`src/hdl/shs_pkg.sv`:
```
// Shared types, constants and round functions for the SHA-256 byte stream hasher.
// Used by shs_sched, shs_round and sha256_byte_stream_hasher; depends on nothing.
package shs_pkg;

    localparam int unsigned WORD_W   = 32;
    localparam int unsigned BYTE_W   = 8;
    localparam int unsigned ROUNDS   = 64;
    localparam int unsigned ROUND_W  = $clog2(ROUNDS);
    localparam int unsigned SCHED_N  = 16;
    localparam int unsigned HASH_N   = 8;
    localparam int unsigned HIDX_W   = $clog2(HASH_N);
    localparam int unsigned FILL_W   = 6;

    localparam logic [BYTE_W-1:0] PAD_MARKER  = 8'h80;
    localparam logic [FILL_W-1:0] PAD_LEN_POS = 6'd56;

    typedef logic [WORD_W-1:0] t_word;

    localparam t_word K_ROUND [ROUNDS] = '{
        32'h428a2f98, 32'h71374491, 32'hb5c0fbcf, 32'he9b5dba5,
        32'h3956c25b, 32'h59f111f1, 32'h923f82a4, 32'hab1c5ed5,
        32'hd807aa98, 32'h12835b01, 32'h243185be, 32'h550c7dc3,
        32'h72be5d74, 32'h80deb1fe, 32'h9bdc06a7, 32'hc19bf174,
        32'he49b69c1, 32'hefbe4786, 32'h0fc19dc6, 32'h240ca1cc,
        32'h2de92c6f, 32'h4a7484aa, 32'h5cb0a9dc, 32'h76f988da,
        32'h983e5152, 32'ha831c66d, 32'hb00327c8, 32'hbf597fc7,
        32'hc6e00bf3, 32'hd5a79147, 32'h06ca6351, 32'h14292967,
        32'h27b70a85, 32'h2e1b2138, 32'h4d2c6dfc, 32'h53380d13,
        32'h650a7354, 32'h766a0abb, 32'h81c2c92e, 32'h92722c85,
        32'ha2bfe8a1, 32'ha81a664b, 32'hc24b8b70, 32'hc76c51a3,
        32'hd192e819, 32'hd6990624, 32'hf40e3585, 32'h106aa070,
        32'h19a4c116, 32'h1e376c08, 32'h2748774c, 32'h34b0bcb5,
        32'h391c0cb3, 32'h4ed8aa4a, 32'h5b9cca4f, 32'h682e6ff3,
        32'h748f82ee, 32'h78a5636f, 32'h84c87814, 32'h8cc70208,
        32'h90befffa, 32'ha4506ceb, 32'hbef9a3f7, 32'hc67178f2
    };

    localparam t_word H_INIT [HASH_N] = '{
        32'h6a09e667, 32'hbb67ae85, 32'h3c6ef372, 32'ha54ff53a,
        32'h510e527f, 32'h9b05688c, 32'h1f83d9ab, 32'h5be0cd19
    };

    // Controls from the sequencer to the message schedule.
    typedef struct packed {
        logic              push;      // take one byte
        logic [BYTE_W-1:0] data;      // byte to take
        logic              word_end;  // byte closes a 32-bit word
        logic              step;      // advance the schedule one round
    } t_sched_ctl;

    // Controls from the sequencer to the round unit.
    typedef struct packed {
        logic               load;     // copy hash words into working vars
        logic               step;     // run one compression round
        logic               finish;   // add working vars into hash words
        logic               init;     // return hash words to initial values
        logic [ROUND_W-1:0] round;    // round number for the constant
    } t_round_ctl;

    function automatic t_word small_sigma0(input t_word x);
        small_sigma0 = {x[6:0], x[31:7]} ^ {x[17:0], x[31:18]} ^ {3'b000, x[31:3]};
    endfunction

    function automatic t_word small_sigma1(input t_word x);
        small_sigma1 = {x[16:0], x[31:17]} ^ {x[18:0], x[31:19]} ^ {10'd0, x[31:10]};
    endfunction

    function automatic t_word big_sigma0(input t_word x);
        big_sigma0 = {x[1:0], x[31:2]} ^ {x[12:0], x[31:13]} ^ {x[21:0], x[31:22]};
    endfunction

    function automatic t_word big_sigma1(input t_word x);
        big_sigma1 = {x[5:0], x[31:6]} ^ {x[10:0], x[31:11]} ^ {x[24:0], x[31:25]};
    endfunction

endpackage

```
`src/hdl/shs_sched.sv`:
```
// Message schedule: packs bytes into words and holds the 16-word window.
// Depends on shs_pkg.
module shs_sched (
    input  logic                i_clk,
    input  shs_pkg::t_sched_ctl i_ctl,
    output shs_pkg::t_word      o_w
);
    import shs_pkg::*;

    logic [3*BYTE_W-1:0] r_acc;
    t_word               r_win [SCHED_N];
    t_word               new_w;
    t_word               in_word;

    assign in_word = {r_acc, i_ctl.data};
    assign new_w   = r_win[0] + small_sigma0(r_win[1]) + r_win[9] + small_sigma1(r_win[14]);
    assign o_w     = r_win[0];

    always_ff @(posedge i_clk) begin
        if (i_ctl.push && !i_ctl.word_end) begin
            r_acc <= {r_acc[2*BYTE_W-1:0], i_ctl.data};
        end
    end

    // Shift in a finished word while loading, or the expanded word per round.
    always_ff @(posedge i_clk) begin
        if ((i_ctl.push && i_ctl.word_end) || i_ctl.step) begin
            for (int i = 0; i < SCHED_N - 1; i++) begin
                r_win[i] <= r_win[i+1];
            end
            r_win[SCHED_N-1] <= i_ctl.step ? new_w : in_word;
        end
    end

endmodule

```
`src/hdl/shs_round.sv`:
```
// Compression round unit: working variables, one round per step, hash feed-forward.
// Depends on shs_pkg.
module shs_round (
    input  logic                        i_clk,
    input  logic                        i_rst_n,
    input  shs_pkg::t_round_ctl         i_ctl,
    input  shs_pkg::t_word              i_w,
    input  logic [shs_pkg::HIDX_W-1:0]  i_sel,
    output shs_pkg::t_word              o_hash
);
    import shs_pkg::*;

    t_word r_hash [HASH_N];
    t_word r_v    [HASH_N];
    t_word t1;
    t_word t2;
    t_word choose;
    t_word major;

    assign choose = (r_v[4] & r_v[5]) ^ (~r_v[4] & r_v[6]);
    assign major  = (r_v[0] & r_v[1]) ^ (r_v[0] & r_v[2]) ^ (r_v[1] & r_v[2]);
    assign t1     = r_v[7] + big_sigma1(r_v[4]) + choose + K_ROUND[i_ctl.round] + i_w;
    assign t2     = big_sigma0(r_v[0]) + major;
    assign o_hash = r_hash[i_sel];

    always_ff @(posedge i_clk) begin
        if (!i_rst_n || i_ctl.init) begin
            r_hash <= H_INIT;
        end else if (i_ctl.finish) begin
            for (int i = 0; i < HASH_N; i++) begin
                r_hash[i] <= r_hash[i] + r_v[i];
            end
        end
    end

    always_ff @(posedge i_clk) begin
        if (i_ctl.load) begin
            r_v <= r_hash;
        end else if (i_ctl.step) begin
            r_v[7] <= r_v[6];
            r_v[6] <= r_v[5];
            r_v[5] <= r_v[4];
            r_v[4] <= r_v[3] + t1;
            r_v[3] <= r_v[2];
            r_v[2] <= r_v[1];
            r_v[1] <= r_v[0];
            r_v[0] <= t1 + t2;
        end
    end

endmodule

```
`src/hdl/sha256_byte_stream_hasher.sv`:
```
// SHA-256 byte stream hasher top level; uses shs_pkg, shs_sched and shs_round.
// Input: a byte item is taken every cycle while a block fills; the item completing a 64-byte
// block holds stall high while compressing (64 rounds on one shared unit, one feed-forward).
// End of message: 9 to 72 padding bytes, one a cycle except while a block compresses or
// the zeros reach the length field; one or two compressions, then eight digest words,
// one per unstalled cycle. Reset (sync, active low): initial hash, counts clear.
module sha256_byte_stream_hasher (
    input  logic                        i_clk,
    input  logic                        i_rst_n,
    // input item channel
    input  logic                        i_valid,
    output logic                        o_stall,
    input  logic [shs_pkg::BYTE_W-1:0]  i_msg_byte,
    input  logic                        i_byte_present,
    input  logic                        i_end_of_message,
    // digest word channel
    output logic                        o_valid,
    input  logic                        i_stall,
    output logic [shs_pkg::WORD_W-1:0]  o_digest_word,
    output logic [shs_pkg::HIDX_W-1:0]  o_word_index,
    output logic                        o_last_word
);
    import shs_pkg::*;

    // Sequencer states
    localparam logic [2:0] S_IDLE  = 3'd0;  // take input items
    localparam logic [2:0] S_ROUND = 3'd1;  // 64 compression rounds
    localparam logic [2:0] S_FINAL = 3'd2;  // add working vars into hash
    localparam logic [2:0] S_PAD   = 3'd3;  // push padding bytes
    localparam logic [2:0] S_OUT   = 3'd4;  // hand out digest words

    // Padding phases
    localparam logic [1:0] P_MARK = 2'd0;   // marker byte
    localparam logic [1:0] P_ZERO = 2'd1;   // zeros up to the length field
    localparam logic [1:0] P_LEN  = 2'd2;   // eight length bytes
    localparam logic [1:0] P_DONE = 2'd3;   // last block is compressing

    localparam logic [FILL_W-1:0]  FILL_LAST  = '1;
    localparam logic [ROUND_W-1:0] ROUND_LAST = '1;
    localparam logic [HIDX_W-1:0]  WORD_LAST  = '1;
    localparam logic [63:0]        BITS_STEP  = 64'd8;

    logic [2:0]         r_state,   n_state;
    logic [1:0]         r_pstage,  n_pstage;
    logic               r_padding, n_padding;
    logic [FILL_W-1:0]  r_fill,    n_fill;
    logic [63:0]        r_bits,    n_bits;
    logic [ROUND_W-1:0] r_round,   n_round;
    logic [HIDX_W-1:0]  r_out_idx, n_out_idx;

    logic               in_acc;
    logic               out_acc;
    logic               push;
    logic [BYTE_W-1:0]  push_data;
    logic               block_full;
    logic [BYTE_W-1:0]  len_byte;

    t_sched_ctl         sched_ctl;
    t_round_ctl         round_ctl;
    t_word              sched_w;
    t_word              hash_word;

    assign o_stall = (r_state != S_IDLE);
    assign o_valid = (r_state == S_OUT);
    assign in_acc  = i_valid && !o_stall;
    assign out_acc = o_valid && !i_stall;

    // Length field goes out big-endian: byte k of the field is bits 63-8k down.
    assign len_byte = r_bits[{~r_fill[2:0], 3'b000} +: BYTE_W];

    // Pick the byte that enters the block this cycle, from the port or the padder.
    always_comb begin
        push      = 1'b0;
        push_data = '0;
        case (r_state)
            S_IDLE: begin
                push      = in_acc && i_byte_present;
                push_data = i_msg_byte;
            end
            S_PAD: begin
                case (r_pstage)
                    P_MARK: begin
                        push      = 1'b1;
                        push_data = PAD_MARKER;
                    end
                    P_ZERO: begin
                        push      = (r_fill != PAD_LEN_POS);
                    end
                    P_LEN: begin
                        push      = 1'b1;
                        push_data = len_byte;
                    end
                    default: begin
                        push      = 1'b0;
                    end
                endcase
            end
            default: begin
                push = 1'b0;
            end
        endcase
    end

    assign block_full = push && (r_fill == FILL_LAST);

    always_comb begin
        n_state   = r_state;
        n_pstage  = r_pstage;
        n_padding = r_padding;
        n_fill    = push ? r_fill + 1'b1 : r_fill;
        n_bits    = r_bits;
        n_round   = r_round;
        n_out_idx = r_out_idx;
        unique case (r_state)
            S_IDLE: begin
                if (in_acc) begin
                    if (i_byte_present) begin
                        n_bits = r_bits + BITS_STEP;
                    end
                    if (i_end_of_message) begin
                        n_padding = 1'b1;
                        n_pstage  = P_MARK;
                        n_state   = S_PAD;
                    end
                    // a full block compresses first, padding follows
                    if (block_full) begin
                        n_state = S_ROUND;
                    end
                end
            end
            S_ROUND: begin
                n_round = r_round + 1'b1;
                if (r_round == ROUND_LAST) begin
                    n_state = S_FINAL;
                end
            end
            S_FINAL: begin
                if (!r_padding) begin
                    n_state = S_IDLE;
                end else if (r_pstage == P_DONE) begin
                    n_state = S_OUT;
                end else begin
                    n_state = S_PAD;
                end
            end
            S_PAD: begin
                case (r_pstage)
                    P_MARK: n_pstage = P_ZERO;
                    P_ZERO: begin
                        if (r_fill == PAD_LEN_POS) begin
                            n_pstage = P_LEN;
                        end
                    end
                    P_LEN: begin
                        if (r_fill == FILL_LAST) begin
                            n_pstage = P_DONE;
                        end
                    end
                    default: n_pstage = r_pstage;
                endcase
                if (block_full) begin
                    n_state = S_ROUND;
                end
            end
            S_OUT: begin
                if (out_acc) begin
                    n_out_idx = r_out_idx + 1'b1;
                    if (r_out_idx == WORD_LAST) begin
                        // drop the message state, ready for the next one
                        n_state   = S_IDLE;
                        n_padding = 1'b0;
                        n_bits    = '0;
                        n_fill    = '0;
                    end
                end
            end
            default: n_state = S_IDLE;
        endcase
    end

    always_ff @(posedge i_clk) begin
        if (!i_rst_n) begin
            r_state   <= S_IDLE;
            r_pstage  <= P_MARK;
            r_padding <= 1'b0;
            r_fill    <= '0;
            r_bits    <= '0;
            r_round   <= '0;
            r_out_idx <= '0;
        end else begin
            r_state   <= n_state;
            r_pstage  <= n_pstage;
            r_padding <= n_padding;
            r_fill    <= n_fill;
            r_bits    <= n_bits;
            r_round   <= n_round;
            r_out_idx <= n_out_idx;
        end
    end

    assign sched_ctl.push     = push;
    assign sched_ctl.data     = push_data;
    assign sched_ctl.word_end = (r_fill[1:0] == 2'b11);
    assign sched_ctl.step     = (r_state == S_ROUND);

    assign round_ctl.load     = block_full;
    assign round_ctl.step     = (r_state == S_ROUND);
    assign round_ctl.finish   = (r_state == S_FINAL);
    assign round_ctl.init     = out_acc && (r_out_idx == WORD_LAST);
    assign round_ctl.round    = r_round;

    shs_sched u_sched (
        .i_clk (i_clk),
        .i_ctl (sched_ctl),
        .o_w   (sched_w)
    );

    shs_round u_round (
        .i_clk   (i_clk),
        .i_rst_n (i_rst_n),
        .i_ctl   (round_ctl),
        .i_w     (sched_w),
        .i_sel   (r_out_idx),
        .o_hash  (hash_word)
    );

    assign o_digest_word = hash_word;
    assign o_word_index  = r_out_idx;
    assign o_last_word   = (r_out_idx == WORD_LAST);

    // The feed-forward add follows only the last of 64 rounds.
    a_final_after_rounds: assert property (@(posedge i_clk) disable iff (!i_rst_n)
        (r_state == S_FINAL) |-> ($past(r_state) == S_ROUND && $past(r_round) == ROUND_LAST))
        else $error("feed-forward without a full round sequence");

    // The length bytes never come before byte 56 of a block.
    a_len_position: assert property (@(posedge i_clk) disable iff (!i_rst_n)
        (r_state == S_PAD && r_pstage == P_LEN) |-> (r_fill >= PAD_LEN_POS))
        else $error("length bytes outside the length field");

    // Digest words are shown only after a padded message closed its final block.
    a_out_block_aligned: assert property (@(posedge i_clk) disable iff (!i_rst_n)
        $rose(r_state == S_OUT) |-> (r_fill == '0 && r_padding && r_pstage == P_DONE))
        else $error("digest shown before the final block");

    // After the last digest word, the block is back to an empty message.
    a_clear_after_digest: assert property (@(posedge i_clk) disable iff (!i_rst_n)
        (out_acc && o_last_word) |=> (r_state == S_IDLE && r_bits == '0 && !r_padding))
        else $error("message state not cleared after digest");

endmodule
```
`config.mk`:
```
export PLATFORM = sky130hd
export DESIGN_NAME = sha256_byte_stream_hasher
export DESIGN_NICKNAME = d
export VERILOG_FILES = /design/src/hdl/shs_pkg.sv /design/src/hdl/shs_sched.sv /design/src/hdl/shs_round.sv /design/src/hdl/sha256_byte_stream_hasher.sv
export SDC_FILE = /design/constraint.sdc
export NUM_CORES = 2
export LEC_CHECK = 0
export CELL_PAD_IN_SITES_DETAIL_PLACEMENT = 1
export CELL_PAD_IN_SITES_GLOBAL_PLACEMENT = 2
export CORE_ASPECT_RATIO = 1.2
export CORE_MARGIN = 4
export CORE_UTILIZATION = 44
export DETAILED_ROUTE_END_ITERATION = 8
export DONT_BUFFER_PORTS = 1
export GPL_TIMING_DRIVEN = 1
export PLACE_DENSITY_LB_ADDON = 0.1
export SLEW_MARGIN = 20
export SYNTH_ARGS = -nofsm -noshare
export SYNTH_HDL_FRONTEND = slang
export SYNTH_HIERARCHICAL = 1
export SYNTH_SLANG_ARGS = --single-unit
```
`constraint.sdc`:
```
create_clock -name i_clk -period 18.9 [get_ports i_clk]
set_input_delay 1.89 -clock i_clk [delete_from_list [all_inputs] [get_ports i_clk]]
set_output_delay 1.89 -clock i_clk [all_outputs]
set_load 0.1 [all_outputs]
```
==> flow_summary.ini <==
[global_route]
grt_max_degree = 188
grt_pass1_vias = 53703
grt_usage = 0.292
grt_pass1_wl_um = 367000
antenna_found_initial = 1
grt_overflow_total = 0

[synthesis]
postSynthCellCount = 6671
yosysSeqAreaShare = 0.429
synth-compound-area-share = 0.148
synthArstFlopShare = 0
synthXorXnorAreaFrac = 0.0715
syn_nets = 7282
synth_mux_area_frac = 0.0845
synth_edf_count = 792
ys_ff_latch = 1130
synth_fa_ha_area_frac = 0.126
ys_types = 112
yosys_warnings = 6
synth_top_family_by_area = compound AO/OA/AOI/OAI gates
avgSynthCellArea_um2 = 10.7
ys.flop_type = edfxtp_1
yosys.area_share.simple = 0.0985
synth_area_um2 = 71300

[floorplan]
pin_count = 52
core_area_um2 = 161000
dieArea_um2 = 168000
fp.dieW_um = 375
initial_core_util = 0.443
die-height_um = 449
row_count = 161

[detailed_routing]
num_vias = 52239
drt_iter0_drc = 3723
antenna_left = 0
drt-pass1-iter-count = 5
drc = 0
vias_per_cell = 5.94
wl_um = 250000
post_drt_wl_per_cell_um = 28.5

[cts]
postCtsSetupBuffers = 0
htree_levels = 3
path_clk_slew_ns = 0.07
cts_resized = 0
cts.sinks = 1130
hold_buffers = 0
cts_made_buffers = 121
clk_path_buf_depth = 3
insertion_delay_ns = 0.79
cts_tree = yes
root_buffer = clkbuf_16

[sta]
setup_violations = 0
slew_headroom = 0.213
worst_slew_pin_slew_ns = 1.18
fin_crit_ns = 9.76
finClkSkew_ns = 0.0749
max_clock_freq_mhz = 102
min_period_over_period = 0.517
finalSetupTns_ns = 0
hold_viol = 0
drv_slew = 0
rsz0062_at_grt = false
holdWs_ns = 0.412
worst_slack_ns = 9.14

[placement]
post-place-ws_ns = 9.31
io_buffers = 0
gp_congestion = 0.920
dp_hpwl_um = 193000

[critical_path]
cp-end-kind = flip-flop
critPathBufInv = 4
crit_required_ns = 19.39
critPathMaxStageDelay_ns = 0.69
crit_arrival_ns = 10.25
slowest_stage = fa_1
worst-path-max-fanout = 12
crit_top_cell = a21o_1
critPathTopFamily = compound AO/OA/AOI/OAI gates
critPathLaunchType = flip-flop
path_class = flip-flop to flip-flop

[hold_path]
hold_path_class = flip-flop to flip-flop

[run_status]
outcome = complete, no violations

[layout]
multi_input_area_um2 = 37700
syn2layout_area_growth_pct = 8.77
final_common_cell = edfxtp_1
num-fill-cells = 17214
drive_gt1_frac = 0.105
mostFrequentLayoutCells = edfxtp_1 (792), nand2_1 (469), inv_1 (466)
layout.area.seq_um2 = 30600
nets = 7179

[job]
max_cap_viol_count = 0
==> cell families after synthesis <==
kind of cell	count (synthesis)
AOI/OAI and AO/OA	1653
and+or+nand+nor	1477
DFF	1130
buffers and inverters	765
adders and majority gates	600
xor gates and xnor gates	582
muxes	464
==> worst paths after layout <==
path                         start                     to  slack, ns  cells after the start
min reg2reg  u_sched/r_win[1][254]  u_sched/r_win[1][222]       0.41                      0
max reg2reg             r_round[0]       u_round/r_v[255]       9.14                     35
max                     r_round[0]       u_round/r_v[255]       9.14                     35
min          u_sched/r_win[1][254]  u_sched/r_win[1][222]       0.41                      0
==> synthesized netlist by cell type (all sizes together), types with 18 or more instances <==
| master | count | share of area |
|---|---|---|
| nor2 | 423 | 0.022 |
| or4 | 30 | 0.0032 |
| mux4 | 83 | 0.026 |
| o211ai | 59 | 0.0062 |
| o31ai | 49 | 0.0054 |
| fa | 196 | 0.055 |
| o22ai | 18 | 0.0017 |
| or3 | 38 | 0.0034 |
| nor3 | 97 | 0.0070 |
| a211oi | 65 | 0.0071 |
| dfxtp | 338 | 0.095 |
| nand3 | 102 | 0.0072 |
| o311ai | 23 | 0.0029 |
| nand4 | 62 | 0.0058 |
| and3 | 44 | 0.0039 |
| mux2i | 108 | 0.015 |
| and2 | 29 | 0.0025 |
| o21bai | 64 | 0.0067 |
| o21a | 67 | 0.0071 |
| a211o | 19 | 0.0024 |
| clkbuf | 203 | 0.011 |
| nor2b | 51 | 0.0045 |
| edfxtp | 792 | 0.33 |
| mux2 | 273 | 0.043 |
| buf | 91 | 0.0072 |
| xor2 | 229 | 0.028 |
| a21o | 186 | 0.020 |
| a31oi | 49 | 0.0043 |
| ha | 401 | 0.070 |
| a21oi | 427 | 0.030 |
| inv | 467 | 0.025 |
| nand2 | 471 | 0.025 |
| nand2b | 46 | 0.0040 |
| a21boi | 20 | 0.0021 |
| xnor2 | 353 | 0.043 |
| o21ai | 447 | 0.031 |
==> layer usage <==
layer / share of wire / global-route usage / vias to the layer above / wire length [um]
li1: - / - / 24023 / -
met1: 0.40 / 0.356 / 26775 / 101000
met2: 0.51 / 0.524 / 1072 / 128000
met3: 0.039 / 0.0344 / 369 / 9750
met4: 0.044 / 0.115 / 0 / 11000
met5: 0 / 0 / - / 0
==> flip-flops by register name (all words and copies together) (netlist names) <==
register,count
u_round/r_hash,256
u_round/r_v,256
r_padding,1
r_state,3
r_fill,6
u_sched/r_acc,24
o_word_index,3
r_pstage,2
r_bits,61
u_sched/r_win,512
r_round,6
==> per-stage QoR <==
step	std cells	cell area (um^2)	utilization
after floorplan	6671	71300	-
after global placement	8564	73300	0.456
after detailed placement	8564	73300	0.456
after CTS	8795	77500	0.482
after global routing	8796	77500	0.482
final	8796	77500	0.482
==> final cells by class <==
type                       count  share of cell area
timing repair buffer          68             0.00707
sequential                  1130               0.394
tap                         2119              0.0342
antenna                        1           0.0000323
inverter                     471              0.0229
multi-input combinational   4776               0.487
clock buffer                 154              0.0420
clock inverter                77              0.0127
Power is left out: the tool's default activity adds up to more than one toggle a clock period on the data nets, which glitch-free logic cannot reach.
